[config.mk]
export PLATFORM = sky130hd
export DESIGN_NAME = kiss_deframe_own_call_detect_core
export DESIGN_NICKNAME = d
export VERILOG_FILES = /design/src/rtl/core/kdoc_pkg.sv /design/src/rtl/core/kdoc_deframer.sv /design/src/rtl/core/kiss_deframe_own_call_detect_core.sv
export SDC_FILE = /design/constraint.sdc
export NUM_CORES = 1
export LEC_CHECK = 0
export BUFFER_PORTS_ARGS = -buffer_cell sky130_fd_sc_hd__buf_2
export CELL_PAD_IN_SITES_DETAIL_PLACEMENT = 1
export CELL_PAD_IN_SITES_GLOBAL_PLACEMENT = 1
export CORE_MARGIN = 2
export CORE_UTILIZATION = 42
export CTS_CLUSTER_DIAMETER = 30
export DETAILED_ROUTE_END_ITERATION = 8
export PLACE_DENSITY = 0.75
export SLEW_MARGIN = 15
export SYNTH_ARGS = -nofsm -noshare
export SYNTH_HDL_FRONTEND = slang
export SYNTH_SLANG_ARGS = --single-unit
[constraint.sdc]
create_clock -name clk -period 4 [get_ports clk]
set_input_delay 0.4 -clock clk [delete_from_list [all_inputs] [get_ports clk]]
set_output_delay 0.4 -clock clk [all_outputs]
set_load 0.03 [all_outputs]
[src/rtl/core/kdoc_pkg.sv]
package kdoc_pkg;

  // KISS special characters.
  localparam logic [7:0] FEND  = 8'hC0;
  localparam logic [7:0] FESC  = 8'hDB;
  localparam logic [7:0] TFEND = 8'hDC;
  localparam logic [7:0] TFESC = 8'hDD;

  // Saturation limit of the running frame byte count.
  localparam int unsigned MAX_COUNT = 1023;
  localparam int unsigned CNT_W     = $clog2(MAX_COUNT + 1);

  // Field widths.
  localparam int unsigned BYTE_W = 8;
  localparam int unsigned CALL_W = 48;
  localparam int unsigned SSID_W = 5;
  localparam int unsigned LEN_W  = 10;
  localparam int unsigned CMP_W  = (CNT_W > LEN_W) ? CNT_W : LEN_W;

  localparam logic [LEN_W-1:0] LEN_MAX = 10'd1023;

  // AX.25 source address positions within the frame.
  localparam logic [CNT_W-1:0] POS_CALL_FIRST = CNT_W'(7);
  localparam logic [CNT_W-1:0] POS_CALL_LAST  = CNT_W'(12);
  localparam logic [CNT_W-1:0] POS_SSID       = CNT_W'(13);

  // Configuration register indexes.
  localparam int unsigned CFG_IDX_W = 2;
  localparam logic [CFG_IDX_W-1:0] CFG_OWN_CALLSIGN     = 2'd0;
  localparam logic [CFG_IDX_W-1:0] CFG_OWN_SSID         = 2'd1;
  localparam logic [CFG_IDX_W-1:0] CFG_MIN_FRAME_LENGTH = 2'd2;

  localparam int unsigned CFG_DATA_W = CALL_W;

  // Reset values of the configuration registers.
  localparam logic [CALL_W-1:0] OWN_CALLSIGN_RST = 48'h2020_2020_2020;
  localparam logic [SSID_W-1:0] OWN_SSID_RST     = 5'd16;
  localparam logic [LEN_W-1:0]  MIN_LEN_RST      = 10'd20;

  // One result item.
  typedef struct packed {
    logic [BYTE_W-1:0] data_byte;
    logic              frame_done;
    logic [LEN_W-1:0]  frame_length;
    logic              own_source_heard;
  } result_t;

endpackage

[src/rtl/core/kdoc_deframer.sv]
// Deframing state and per-byte decode. One byte is consumed whenever go is
// high; the matching result, if any, is presented combinationally.
module kdoc_deframer (
  input  logic                         clk,
  input  logic                         rst_n,
  input  logic                         go,
  input  logic [kdoc_pkg::BYTE_W-1:0]  rx_byte,
  input  logic [kdoc_pkg::CALL_W-1:0]  own_callsign,
  input  logic [kdoc_pkg::SSID_W-1:0]  own_ssid,
  input  logic [kdoc_pkg::LEN_W-1:0]   min_frame_length,
  output logic                         res_valid,
  output kdoc_pkg::result_t            res
);

  logic                        esc_r,   esc_nxt;
  logic                        await_r, await_nxt;
  logic [kdoc_pkg::CNT_W-1:0]  cnt_r,   cnt_nxt;
  logic                        call_r,  call_nxt;
  logic                        ssid_r,  ssid_nxt;

  logic                        emit;
  logic [kdoc_pkg::BYTE_W-1:0] emit_byte;
  logic [2:0]                  call_idx;
  logic [kdoc_pkg::BYTE_W-1:0] want;
  logic [kdoc_pkg::CMP_W-1:0]  len_ext;

  assign len_ext  = kdoc_pkg::CMP_W'(cnt_r);
  assign call_idx = 3'(kdoc_pkg::POS_CALL_LAST - cnt_r);

  // Expected callsign character; index 5 is the first character.
  always_comb begin
    unique case (call_idx)
      3'd5:    want = own_callsign[47:40];
      3'd4:    want = own_callsign[39:32];
      3'd3:    want = own_callsign[31:24];
      3'd2:    want = own_callsign[23:16];
      3'd1:    want = own_callsign[15:8];
      default: want = own_callsign[7:0];
    endcase
  end

  always_comb begin
    esc_nxt   = esc_r;
    await_nxt = await_r;
    cnt_nxt   = cnt_r;
    call_nxt  = call_r;
    ssid_nxt  = ssid_r;
    emit      = 1'b0;
    emit_byte = rx_byte;
    res_valid = 1'b0;
    res       = '0;

    if (go) begin
      priority if (esc_r) begin
        esc_nxt = 1'b0;
        if (rx_byte == kdoc_pkg::TFEND) begin
          emit      = 1'b1;
          emit_byte = kdoc_pkg::FEND;
        end else if (rx_byte == kdoc_pkg::TFESC) begin
          emit      = 1'b1;
          emit_byte = kdoc_pkg::FESC;
        end
      end else if (rx_byte == kdoc_pkg::FEND) begin
        res_valid            = (len_ext > kdoc_pkg::CMP_W'(min_frame_length));
        res.frame_done       = 1'b1;
        res.own_source_heard = call_r & ssid_r;
        if (len_ext > kdoc_pkg::CMP_W'(kdoc_pkg::LEN_MAX)) begin
          res.frame_length = kdoc_pkg::LEN_MAX;
        end else begin
          res.frame_length = len_ext[kdoc_pkg::LEN_W-1:0];
        end
        await_nxt = 1'b1;
        cnt_nxt   = '0;
        call_nxt  = 1'b1;
        ssid_nxt  = 1'b0;
      end else if (await_r) begin
        await_nxt = 1'b0;
      end else if (rx_byte == kdoc_pkg::FESC) begin
        esc_nxt = 1'b1;
      end else begin
        emit = 1'b1;
      end
    end

    if (emit) begin
      res_valid     = 1'b1;
      res.data_byte = emit_byte;
      if (cnt_r >= kdoc_pkg::POS_CALL_FIRST && cnt_r <= kdoc_pkg::POS_CALL_LAST) begin
        if (emit_byte[7:1] != want[6:0] || want[7]) begin
          call_nxt = 1'b0;
        end
      end else if (cnt_r == kdoc_pkg::POS_SSID) begin
        ssid_nxt = own_ssid[4] || ({1'b0, emit_byte[4:1]} == own_ssid);
      end
      if (cnt_r != kdoc_pkg::CNT_W'(kdoc_pkg::MAX_COUNT)) begin
        cnt_nxt = cnt_r + 1'b1;
      end
    end
  end

  always_ff @(posedge clk) begin
    if (!rst_n) begin
      esc_r   <= 1'b0;
      await_r <= 1'b1;
      cnt_r   <= '0;
      call_r  <= 1'b1;
      ssid_r  <= 1'b0;
    end else begin
      esc_r   <= esc_nxt;
      await_r <= await_nxt;
      cnt_r   <= cnt_nxt;
      call_r  <= call_nxt;
      ssid_r  <= ssid_nxt;
    end
  end

endmodule

[src/rtl/core/kiss_deframe_own_call_detect_core.sv]
// KISS receive deframer with own-callsign detection.
//
// Input channel (in_valid / in_ready / in_rx_byte) takes raw bytes from the
// KISS serial link, one item per handshake. Output channel (out_valid /
// out_ready / out_*) delivers either an unescaped frame byte (frame_done = 0)
// or, at a closing FEND of a long enough frame, a frame report carrying the
// length and whether the AX.25 source matches the own callsign and SSID.
// Escape bytes, type bytes and short frames produce no output item.
//
// The configuration port (cfg_we / cfg_index / cfg_wdata) writes own callsign,
// own SSID and minimum frame length; write it only while the block is idle.
//
// Timing: an accepted byte is held in the input register and decoded once the
// output register has room; its result, if any, is loaded into the output
// register at that decode step. One byte per cycle is sustained while the
// receiver does not stall. When the receiver stalls, the output register holds
// its item and the input register fills, after which in_ready drops. Reset
// clears the deframing state (the next byte is a type byte), empties both
// registers and restores the register defaults.
module kiss_deframe_own_call_detect_core (
  input  logic                            clk,
  input  logic                            rst_n,

  input  logic                            in_valid,
  output logic                            in_ready,
  input  logic [kdoc_pkg::BYTE_W-1:0]     in_rx_byte,

  output logic                            out_valid,
  input  logic                            out_ready,
  output logic [kdoc_pkg::BYTE_W-1:0]     out_data_byte,
  output logic                            out_frame_done,
  output logic [kdoc_pkg::LEN_W-1:0]      out_frame_length,
  output logic                            out_own_source_heard,

  input  logic                            cfg_we,
  input  logic [kdoc_pkg::CFG_IDX_W-1:0]  cfg_index,
  input  logic [kdoc_pkg::CFG_DATA_W-1:0] cfg_wdata
);

  // Configuration registers.
  logic [kdoc_pkg::CALL_W-1:0] own_callsign_r;
  logic [kdoc_pkg::SSID_W-1:0] own_ssid_r;
  logic [kdoc_pkg::LEN_W-1:0]  min_len_r;

  // Input register.
  logic                        in_valid_r;
  logic [kdoc_pkg::BYTE_W-1:0] in_byte_r;

  // Output register.
  logic                        out_valid_r;
  kdoc_pkg::result_t           out_res_r;

  logic                        go;
  logic                        res_valid;
  kdoc_pkg::result_t           res;

  // The buffered byte is decoded once the output register has room for
  // whatever it might produce.
  assign go       = in_valid_r && (!out_valid_r || out_ready);
  assign in_ready = !in_valid_r || go;

  always_ff @(posedge clk) begin
    if (!rst_n) begin
      own_callsign_r <= kdoc_pkg::OWN_CALLSIGN_RST;
      own_ssid_r     <= kdoc_pkg::OWN_SSID_RST;
      min_len_r      <= kdoc_pkg::MIN_LEN_RST;
    end else if (cfg_we) begin
      unique case (cfg_index)
        kdoc_pkg::CFG_OWN_CALLSIGN:
          own_callsign_r <= cfg_wdata[kdoc_pkg::CALL_W-1:0];
        kdoc_pkg::CFG_OWN_SSID:
          own_ssid_r <= cfg_wdata[kdoc_pkg::SSID_W-1:0];
        kdoc_pkg::CFG_MIN_FRAME_LENGTH:
          min_len_r <= cfg_wdata[kdoc_pkg::LEN_W-1:0];
        default: ;
      endcase
    end
  end

  always_ff @(posedge clk) begin
    if (!rst_n) begin
      in_valid_r <= 1'b0;
    end else if (in_ready) begin
      in_valid_r <= in_valid;
    end
  end

  always_ff @(posedge clk) begin
    if (in_ready && in_valid) begin
      in_byte_r <= in_rx_byte;
    end
  end

  kdoc_deframer u_deframer (
    .clk              (clk),
    .rst_n            (rst_n),
    .go               (go),
    .rx_byte          (in_byte_r),
    .own_callsign     (own_callsign_r),
    .own_ssid         (own_ssid_r),
    .min_frame_length (min_len_r),
    .res_valid        (res_valid),
    .res              (res)
  );

  // The output register loads on every decode step and otherwise empties
  // once its item is taken.
  always_ff @(posedge clk) begin
    if (!rst_n) begin
      out_valid_r <= 1'b0;
    end else if (go) begin
      out_valid_r <= res_valid;
    end else if (out_ready) begin
      out_valid_r <= 1'b0;
    end
  end

  always_ff @(posedge clk) begin
    if (go && res_valid) begin
      out_res_r <= res;
    end
  end

  assign out_valid            = out_valid_r;
  assign out_data_byte        = out_res_r.data_byte;
  assign out_frame_done       = out_res_r.frame_done;
  assign out_frame_length     = out_res_r.frame_length;
  assign out_own_source_heard = out_res_r.own_source_heard;

endmodule

==> out/summary.md, run 1 <==
The tools report the buffer cell driving the clock tree root as sky130_fd_sc_hd__clkbuf_16. The worst stage delay on the critical path works out to 0.60 ns. The most common cell in the netlist is sky130_fd_sc_hd__nand2_1.

The area growth from synthesis to layout is 15.9%. The run gives 0 as the number of synthesis warnings. The type of destination of the critical path was a register. The tools report the total global-route track usage as 0.219.

Prior to clock tree synthesis, the placed netlist has a worst setup slack of 0.927 ns. The sequential cell area fraction in the yosys report is 0.488, and the count of routing violations after the opening detailed-route iteration is 202. The die height came out at 113 µm.

Setup repair after global routing left no endpoint under its margin. The H-tree was split into 3 levels. In the final routed layout, each cell accounts on average for 17.6 µm. The destination of the worst register-to-register timing path is u_deframer.cnt_r[5].

The peak fanout along the critical path works out to 12. In this run, CTS created clock tree buffers numbering 9. For the largest net degree at the start of global routing, the log shows 50. Sequential fraction of design power: 0.535.

After technology mapping, the gate count stands at 552. The pre-antenna-repair detailed-routing pass consisted of 5 iterations. Hold violation total from the final report: 0. The floorplan step defined a core boundary enclosing 0.0115 mm². The worst hold path belongs to the class input pin to register. Count of maximum capacitance violations: 0. The die is 113 µm wide.

The design draws 2.17 mW. The synthesized design spends more area on one cell type than any other, namely sky130_fd_sc_hd__dfxtp_1. The clock period could shrink to 3.18 ns. Summed over all layers, the global routing overflow is 0. The maximum resistive drop on vdd came out at 0.000223 V.

In the final timing run, aggregate negative setup slack is 0 ns. The run gives 107 as the clock net sink count. The most frequent cell on the critical path is sky130_fd_sc_hd__o21ai_0. After detailed routing, the number of remaining DRC violations is 0. The tools report the row count as 39.

The number of vias per cell after detailed routing was 5.46; the routability-driven placement congestion ratio was 0.845. TritonCTS built the clock tree. The power share of the clock group was 0.384; the setup fix buffers added after clock tree synthesis was 0. Worst hold path endpoint: in_byte_r[1].

The CTS clock-pin slew for the worst setup and hold paths is 0.07 ns. Gate family responsible for the most delay along the worst path: compound AO/OA/AOI/OAI gates. 0 antenna diodes ended up in the layout. Across the routed clock network, the largest skew measured is 0.00526 ns. The kind of start point of the critical path was a register.

The via total after detailed routing was 4194. The share of the cycle needed by the critical path after routing came out at 0.794. Type of the setup path with the least slack: register to register. In this run, post-CTS repair resized a total of 0 instances.

The run gives 0.235 ns as the worst slack on hold paths. The slew at the pin closest to its max-slew limit was 1.09 ns. Most used flip-flop cell after synthesis: sky130_fd_sc_hd__dfxtp_1. The tools report the launch point of the worst hold path as in_rx_byte[1]. Buffers inserted to repair hold after CTS numbered 0. The worst max-slew margin expressed relative to the limit was 0.266. Worst-case reg-to-reg path depth: 7.

The final layout contains routed wiring with a total length of 13500 µm. For the distinct cell type count of the synthesized netlist, the log shows 56. In this run the static leakage power is 2.34 nW. In this run the power spent charging and discharging nets is 0.508 mW. The switching portion of total power came out at 0.233.

During placement, the flow inserted port buffers numbering 84. Cell count of the worst hold path: 1. After detailed placement, the design holds a cell count of 753. The combinational fraction of design power is 0.082. A synthesized cell averages 8.99 µm². The initial core utilization was 0.433.

The number of buffers between clock root and the deepest sink was 2; the count of nets after finishing was 701. The tools report the achievable frequency as 0.315 GHz. The run finished with clean final reports. The tools report the synthesized netlist net count as 632.

The internal power contribution came out at 1.67 mW. The tools report the startpoint of the worst register-to-register path as in_byte_r[4]. The slowest stage of the critical path belongs to the cell sky130_fd_sc_hd__o21ai_0. The run gives 0 as the number of antenna-violating nets in the routed design.

In the synthesized netlist, the cells that appear most often are sky130_fd_sc_hd__nand2_1 (115), sky130_fd_sc_hd__dfxtp_1 (79), sky130_fd_sc_hd__a21oi_1 (64). For the via count of the first global-routing pass, the log shows 4221. Worst path arrival time: 3.39 ns. The combined buffer and inverter count along the critical path came out at 0. The floorplan step defined a die boundary enclosing 0.0127 mm². For the data required time of the critical path, the log shows 4.21 ns.

Setup violations remaining at the end of the flow were counted as 0. The run gives 0 as the number of antenna violations at the first check in global routing. After legalization and detailed placement, the total HPWL measured 9990 µm. Synthesis inferred 107 register bits. The synthesized design contains 28 enable-type register cells. Wire length of the first global-routing pass: 21900 µm. By area the synthesized netlist is led by sky130_fd_sc_hd__dfxtp_1 (32%), sky130_fd_sc_hd__edfxtp_1 (17%), sky130_fd_sc_hd__nand2_1 (8.7%), sky130_fd_sc_hd__a21oi_1 (6.5%), sky130_fd_sc_hd__ha_1 (4.3%). The final count of pins violating max slew is 0, and the summed instance area of the synthesized netlist is 0.00496 mm². Traced cell by cell, the critical path runs through nand4_1 -> nor4b_4 -> o2bb2ai_1 -> o21ai_0 -> and2_1 -> o21ai_0 -> a21oi_1.

The power per cell area was 378 mW/mm². The area share of the largest cell type after synthesis was 0.319. The proportion of register bits with asynchronous set or reset after synthesis is 0, and the final setup slack of the worst path is 0.825 ns. The non-filler instance count after layout was 768. The worst register-to-register path has a setup slack of 0.82 ns. For the latest clock arrival within the worst-skew pair, the log shows 0.35 ns. In this run the count of I/O pins placed on the die edge is 85.

The share of final-layout standard cells stronger than drive strength 1 works out to 0.186.
area by class of cell:
cell class	instances	area, µm²
repair buffers	89	458
well taps	143	179
inverters	17	63.8
fillers	1373	5710
flip-flops and latches	107	2420
clock inverters	2	10.0
multi-input cells	397	2360
clock buffers	13	262
per-stage QoR:
stage	cell area (µm²)	utilization
after floorplan	4960	-
after global placement	5480	0.478
after detailed placement	5480	0.478
after CTS	5750	0.502
after global routing	5750	0.502
final	5750	0.502
worst max-delay path by stage:
stage | from | endpoint | slack [ns] | cells after the start
after global routing | in_byte_r[4] | u_deframer.cnt_r[3] | 0.57 | 7
final | in_byte_r[4] | u_deframer.cnt_r[5] | 0.82 | 7
after floorplan | in_byte_r[4] | out_data_byte[0] | 1.19 | 7
after CTS | in_byte_r[4] | u_deframer.cnt_r[5] | 0.87 | 7
after detailed placement | in_byte_r[4] | u_deframer.cnt_r[5] | 0.93 | 7
after global placement | in_byte_r[4] | out_data_byte[5] | 1.07 | 7
logic make-up (layout without fill, tap and decap cells):
group | after synthesis | after routing | synth area share
simple gates | 226 | 226 | 0.214
compound gates | 125 | 125 | 0.162
flops | 107 | 107 | 0.488
buf+inv | 48 | 121 | 0.0378
fa+ha+maj | 17 | 17 | 0.0428
mux | 16 | 16 | 0.0325
xor+xnor | 13 | 13 | 0.0229
flip-flops by register name (all words and copies together), names as in the netlist, 5 cells and up:
| signal | flops |
|---|---|
| own_callsign_r | 48 |
| min_len_r | 10 |
| out_frame_length | 10 |
| u_deframer.cnt_r | 10 |
| in_byte_r | 8 |
| out_data_byte | 8 |
| own_ssid_r | 5 |
worst reg2reg max path: stages, from the launching register on:
cell	delay [ns]
sky130_fd_sc_hd__edfxtp_1	0.55
sky130_fd_sc_hd__nand4_1	0.22
sky130_fd_sc_hd__nor4b_4	0.52
sky130_fd_sc_hd__o2bb2ai_1	0.41
sky130_fd_sc_hd__o21ai_0	0.61
sky130_fd_sc_hd__and2_1	0.42
sky130_fd_sc_hd__o21ai_0	0.22
sky130_fd_sc_hd__a21oi_1	0.09
cell usage in the layout (no fill, tap or decap), drive strengths merged, types with 3 or more instances in the layout:
master | Yosys | layout
nand2 | 115 | 115
nand4 | 5 | 5
nand3b | 3 | 3
and3 | 6 | 6
o21ai | 14 | 14
clkbuf | 21 | 13
nor2b | 3 | 3
a21o | 3 | 3
a222oi | 7 | 7
and2 | 13 | 13
or3b | 5 | 5
dfxtp | 79 | 79
edfxtp | 28 | 28
a31oi | 4 | 4
xor2 | 6 | 6
xnor2 | 7 | 7
or4 | 3 | 3
buf | 10 | 89
mux2i | 15 | 15
a221oi | 6 | 6
clkinv | 1 | 3
ha | 17 | 17
or3 | 3 | 3
nor3 | 5 | 5
inv | 16 | 16
nor2 | 39 | 39
o21a | 6 | 6
a21oi | 64 | 64
nand3 | 15 | 15
nor4 | 3 | 3
a22oi | 4 | 4
power groups by stage:
| stage | sequential, mW | clock, mW | combinational (mW) |
|---|---|---|---|
| floorplan | 1.18 | 0 | 0.108 |
| global placement | 1.18 | 0 | 0.173 |
| detailed placement | 1.19 | 0 | 0.178 |
| CTS | 1.16 | 0.859 | 0.180 |
| global route | 1.17 | 0.899 | 0.199 |
| finish | 1.16 | 0.834 | 0.178 |
per-layer routing:
metal | global-route usage | part of all wire | vias up
met1 | 0.293 | 0.45 | 2022
li1 | - | - | 2076
met4 | 0.0748 | 0.014 | 0
met3 | 0.0268 | 0.031 | 12
met5 | 0 | 0 | -
met2 | 0.368 | 0.50 | 84
No activity file was read; power rests on OpenSTA's default activity.
==> run 2, diff against run 1 <==
Clock period 4 ns to 3 ns, I/O delays scaled along.
==> run 2 against run 1 <==
- combinational power is 39% higher
- clock-buffer cell count increased by 1
- die area unchanged
- utilization rose by 1.3 points
- wire length is 3.8% higher
==> out/summary.md, run 2 (synthesis results as in run 1) <==
Among all stages on the critical path, the largest delay is contributed by sky130_fd_sc_hd__or4bb_1. The detail-routed net length per standard cell works out to 18.0 µm (+2.2%). The tools report the sum of negative setup slack as 0 ns (unchanged).

The flow ran to the end, and the final reports show no timing, DRC or antenna violations. The type of the setup path with the least slack was register to register. The CTS clock-pin slew for the worst setup and hold paths came out at 0.07 ns (about the same). The worst path arrival time is 3.14 ns (-0.25 ns).

The achievable frequency came out at 0.352 GHz (+12%). The run gives 0 (unchanged) as the DRC violation count after routing. Leaving out fill and tap cells, the most frequent cell in the layout is sky130_fd_sc_hd__nand2_1. The top-level I/O count is 85 (unchanged).

Setup repair after global routing left no endpoint under its margin. Area of the core region: 0.0115 mm² (unchanged). The final core utilization was 0.515 (+0.0130); the flip-flop count of the largest register after layout was 48 (unchanged). The remaining global-route overflow is 0 (unchanged), and the overall power consumption is 3.08 mW (+41%). The initial core utilization was 0.433 (unchanged). The count of nets after finishing was 712 (+1.6%); the total global-route track usage was 0.228 (+0.00901). The minimum clock period after layout was 2.84 ns (-0.331 ns). TritonCTS built the clock tree. The worst max-slew margin expressed relative to the limit came out at 0.333 (+0.0674). The worst stage delay on the critical path works out to 0.60 ns (about the same). From synthesis to final layout, the design area changed by 18.9%. For the via count of the first global-routing pass, the log shows 4462 (+5.7%). Largest register by flop count: own_callsign_r. The tools report the count of hold buffers inserted by post-cts repair as 0 (unchanged). The internal power contribution is 2.37 mW (+42%), and the row count is 39 (unchanged). The type of destination of the critical path was a register. Walking the worst path, the cells encountered are or4bb_1 -> or2_0 -> or3_1 -> buf_4 -> inv_1 -> nor2_1 -> nor4_1 -> a41o_1. The static power due to leakage was 2.42 nW (+3.4%); the latest clock arrival within the worst-skew pair was 0.35 ns (about the same). The logs give 0 (unchanged) for the final count of pins violating max slew and 3 (unchanged) for the depth of the CTS H-tree.

The tools report the power share of the clock group as 0.416 (+0.032). In the layout the commonest cells are sky130_fd_sc_hd__nand2_1 (115), sky130_fd_sc_hd__buf_2 (84), sky130_fd_sc_hd__dfxtp_1 (79), sky130_fd_sc_hd__a21oi_1 (64), sky130_fd_sc_hd__nor2_1 (39). The run gives 23000 µm (+5.1%) as the wire length of the first global-routing pass. Detailed-router iteration count before antenna repair: 6 (+1). The share of final-layout standard cells stronger than drive strength 1 works out to 0.201 (+0.0153). The worst hold path belongs to the class input pin to register. The gate family responsible for the most delay along the worst path is simple AND/OR/NAND/NOR gates.

The switching portion of total power is 0.228 (-0.00515). The tools report the buffer cell driving the clock tree root as sky130_fd_sc_hd__clkbuf_16. The run gives 14100 µm (+3.8%) as the detailed-route wire length. The hold violation total from the final report was 0 (unchanged). The half-perimeter wire length after placement came out at 10400 µm (+4.5%).

The setup skew after layout was 0.00710 ns (+0.00184 ns); the setup-violating endpoint count in the final report was 0 (unchanged). The peak fanout along the critical path works out to 11 (-1). The number of clock buffers inserted by TritonCTS came out at 9 (unchanged).

STA classifies the critical path startpoint as a register. Clock net sink count: 107 (unchanged). The tools report the setup fix buffers added after clock tree synthesis as 0 (unchanged). The power per cell area is 521 mW/mm² (+38%), and the data required time of the critical path is 3.30 ns (-0.91 ns). The total of buffers placed on input and output ports was 84 (unchanged); the routability-driven placement congestion ratio was 0.879 (+4.0%). For the post-placement cell area, the log shows 0.00558 mm² (+1.7%). The via total after detailed routing is 4303 (+2.6%), and the number of vias per cell after detailed routing is 5.52 (+1.0%).

The tools report the sequential fraction of design power as 0.504 (-0.031). The number of antenna-violating nets in the routed design is 0 (unchanged). The largest net degree at the start of global routing came out at 69 (+38%). The die height was 113 µm (unchanged). The number of buffers between clock root and the deepest sink was 2 (unchanged). The slew at the pin closest to its max-slew limit works out to 1.00 ns (-0.0896 ns). The tools report the post-route cell area as 0.00590 mm² (+2.6%). Maximum resistive drop on vdd: 0.000252 V (+13%). The number of antenna violations at the first check in global routing was 0 (unchanged); the combinational fraction of design power was 0.081 (about the same).

The count of routing violations after the opening detailed-route iteration is 199 (-1.5%). The combined buffer and inverter count along the critical path came out at 2 (+2). The die outline area is 0.0127 mm² (unchanged), and the chip width is 113 µm (unchanged). For the number of antenna cells inserted, the log shows 0 (unchanged). The tools report the count of maximum capacitance violations as 0 (unchanged).

The share of the cycle needed by the critical path after routing came out at 0.948 (+0.154). The switching component of the power was 0.702 mW (+38%); the post-CTS resize count was 0 (unchanged).
run 2: cell count changes in the layout (fill, tap and decap cells not counted):
cell and change:
sky130_fd_sc_hd__bufinv_16 +1, sky130_fd_sc_hd__buf_12 +1, sky130_fd_sc_hd__clkbuf_16 +1, sky130_fd_sc_hd__clkinv_2 -2, sky130_fd_sc_hd__inv_6 +1, sky130_fd_sc_hd__buf_4 +10
run 2: per-stage QoR:
stage / hold slack, ns / instances / setup slack (ns)
after floorplan: 0.399 / 552 / 0.188
after global placement: 0.449 / 764 / 0.355
after detailed placement: 0.447 / 764 / 0.232
after CTS: 0.119 / 780 / 0.196
after global routing: 0.119 / 780 / 0.0524
final: 0.126 / 780 / 0.156
run 2: power by group through the flow:
stage | Combinational, mW | Sequential, mW | Clock (mW)
finish | 0.248 | 1.55 | 1.28
global route | 0.276 | 1.55 | 1.35
CTS | 0.249 | 1.55 | 1.30
detailed placement | 0.247 | 1.58 | 0
global placement | 0.238 | 1.58 | 0
floorplan | 0.143 | 1.58 | 0
run 2: area by class of cell:
| cell class | count | area, µm² |
|---|---|---|
| fill | 1346 | 5560 |
| timing repair buffer | 100 | 553 |
| multi-input combinational | 397 | 2360 |
| clock inverter | 2 | 38.8 |
| inverter | 17 | 63.8 |
| clock buffer | 14 | 287 |
| sequential | 107 | 2420 |
| tap | 143 | 179 |
run 2: worst register-to-register path, cell delays in order (launching register included):
cell,delay [ns]
sky130_fd_sc_hd__edfxtp_1,0.49
sky130_fd_sc_hd__or4bb_1,0.60
sky130_fd_sc_hd__or2_0,0.29
sky130_fd_sc_hd__or3_1,0.38
sky130_fd_sc_hd__buf_4,0.20
sky130_fd_sc_hd__inv_1,0.21
sky130_fd_sc_hd__nor2_1,0.10
sky130_fd_sc_hd__nor4_1,0.31
sky130_fd_sc_hd__a41o_1,0.21
run 2: final timing paths:
kind,from,to,slack [ns],cells after the start
min,in_rx_byte[4],in_byte_r[4],0.13,1
max reg2reg,in_byte_r[5],u_deframer.call_r,0.16,8
max,in_byte_r[5],u_deframer.call_r,0.16,8
min reg2reg,own_callsign_r[35],own_callsign_r[35],0.46,2
run 2: layer usage:
metal	part of all wire	global-route usage	vias up
met2	0.51	0.408	91
met3	0.031	0.0289	20
met4	0.020	0.0813	0
met5	0	0	-
li1	-	-	2093
met1	0.44	0.282	2099
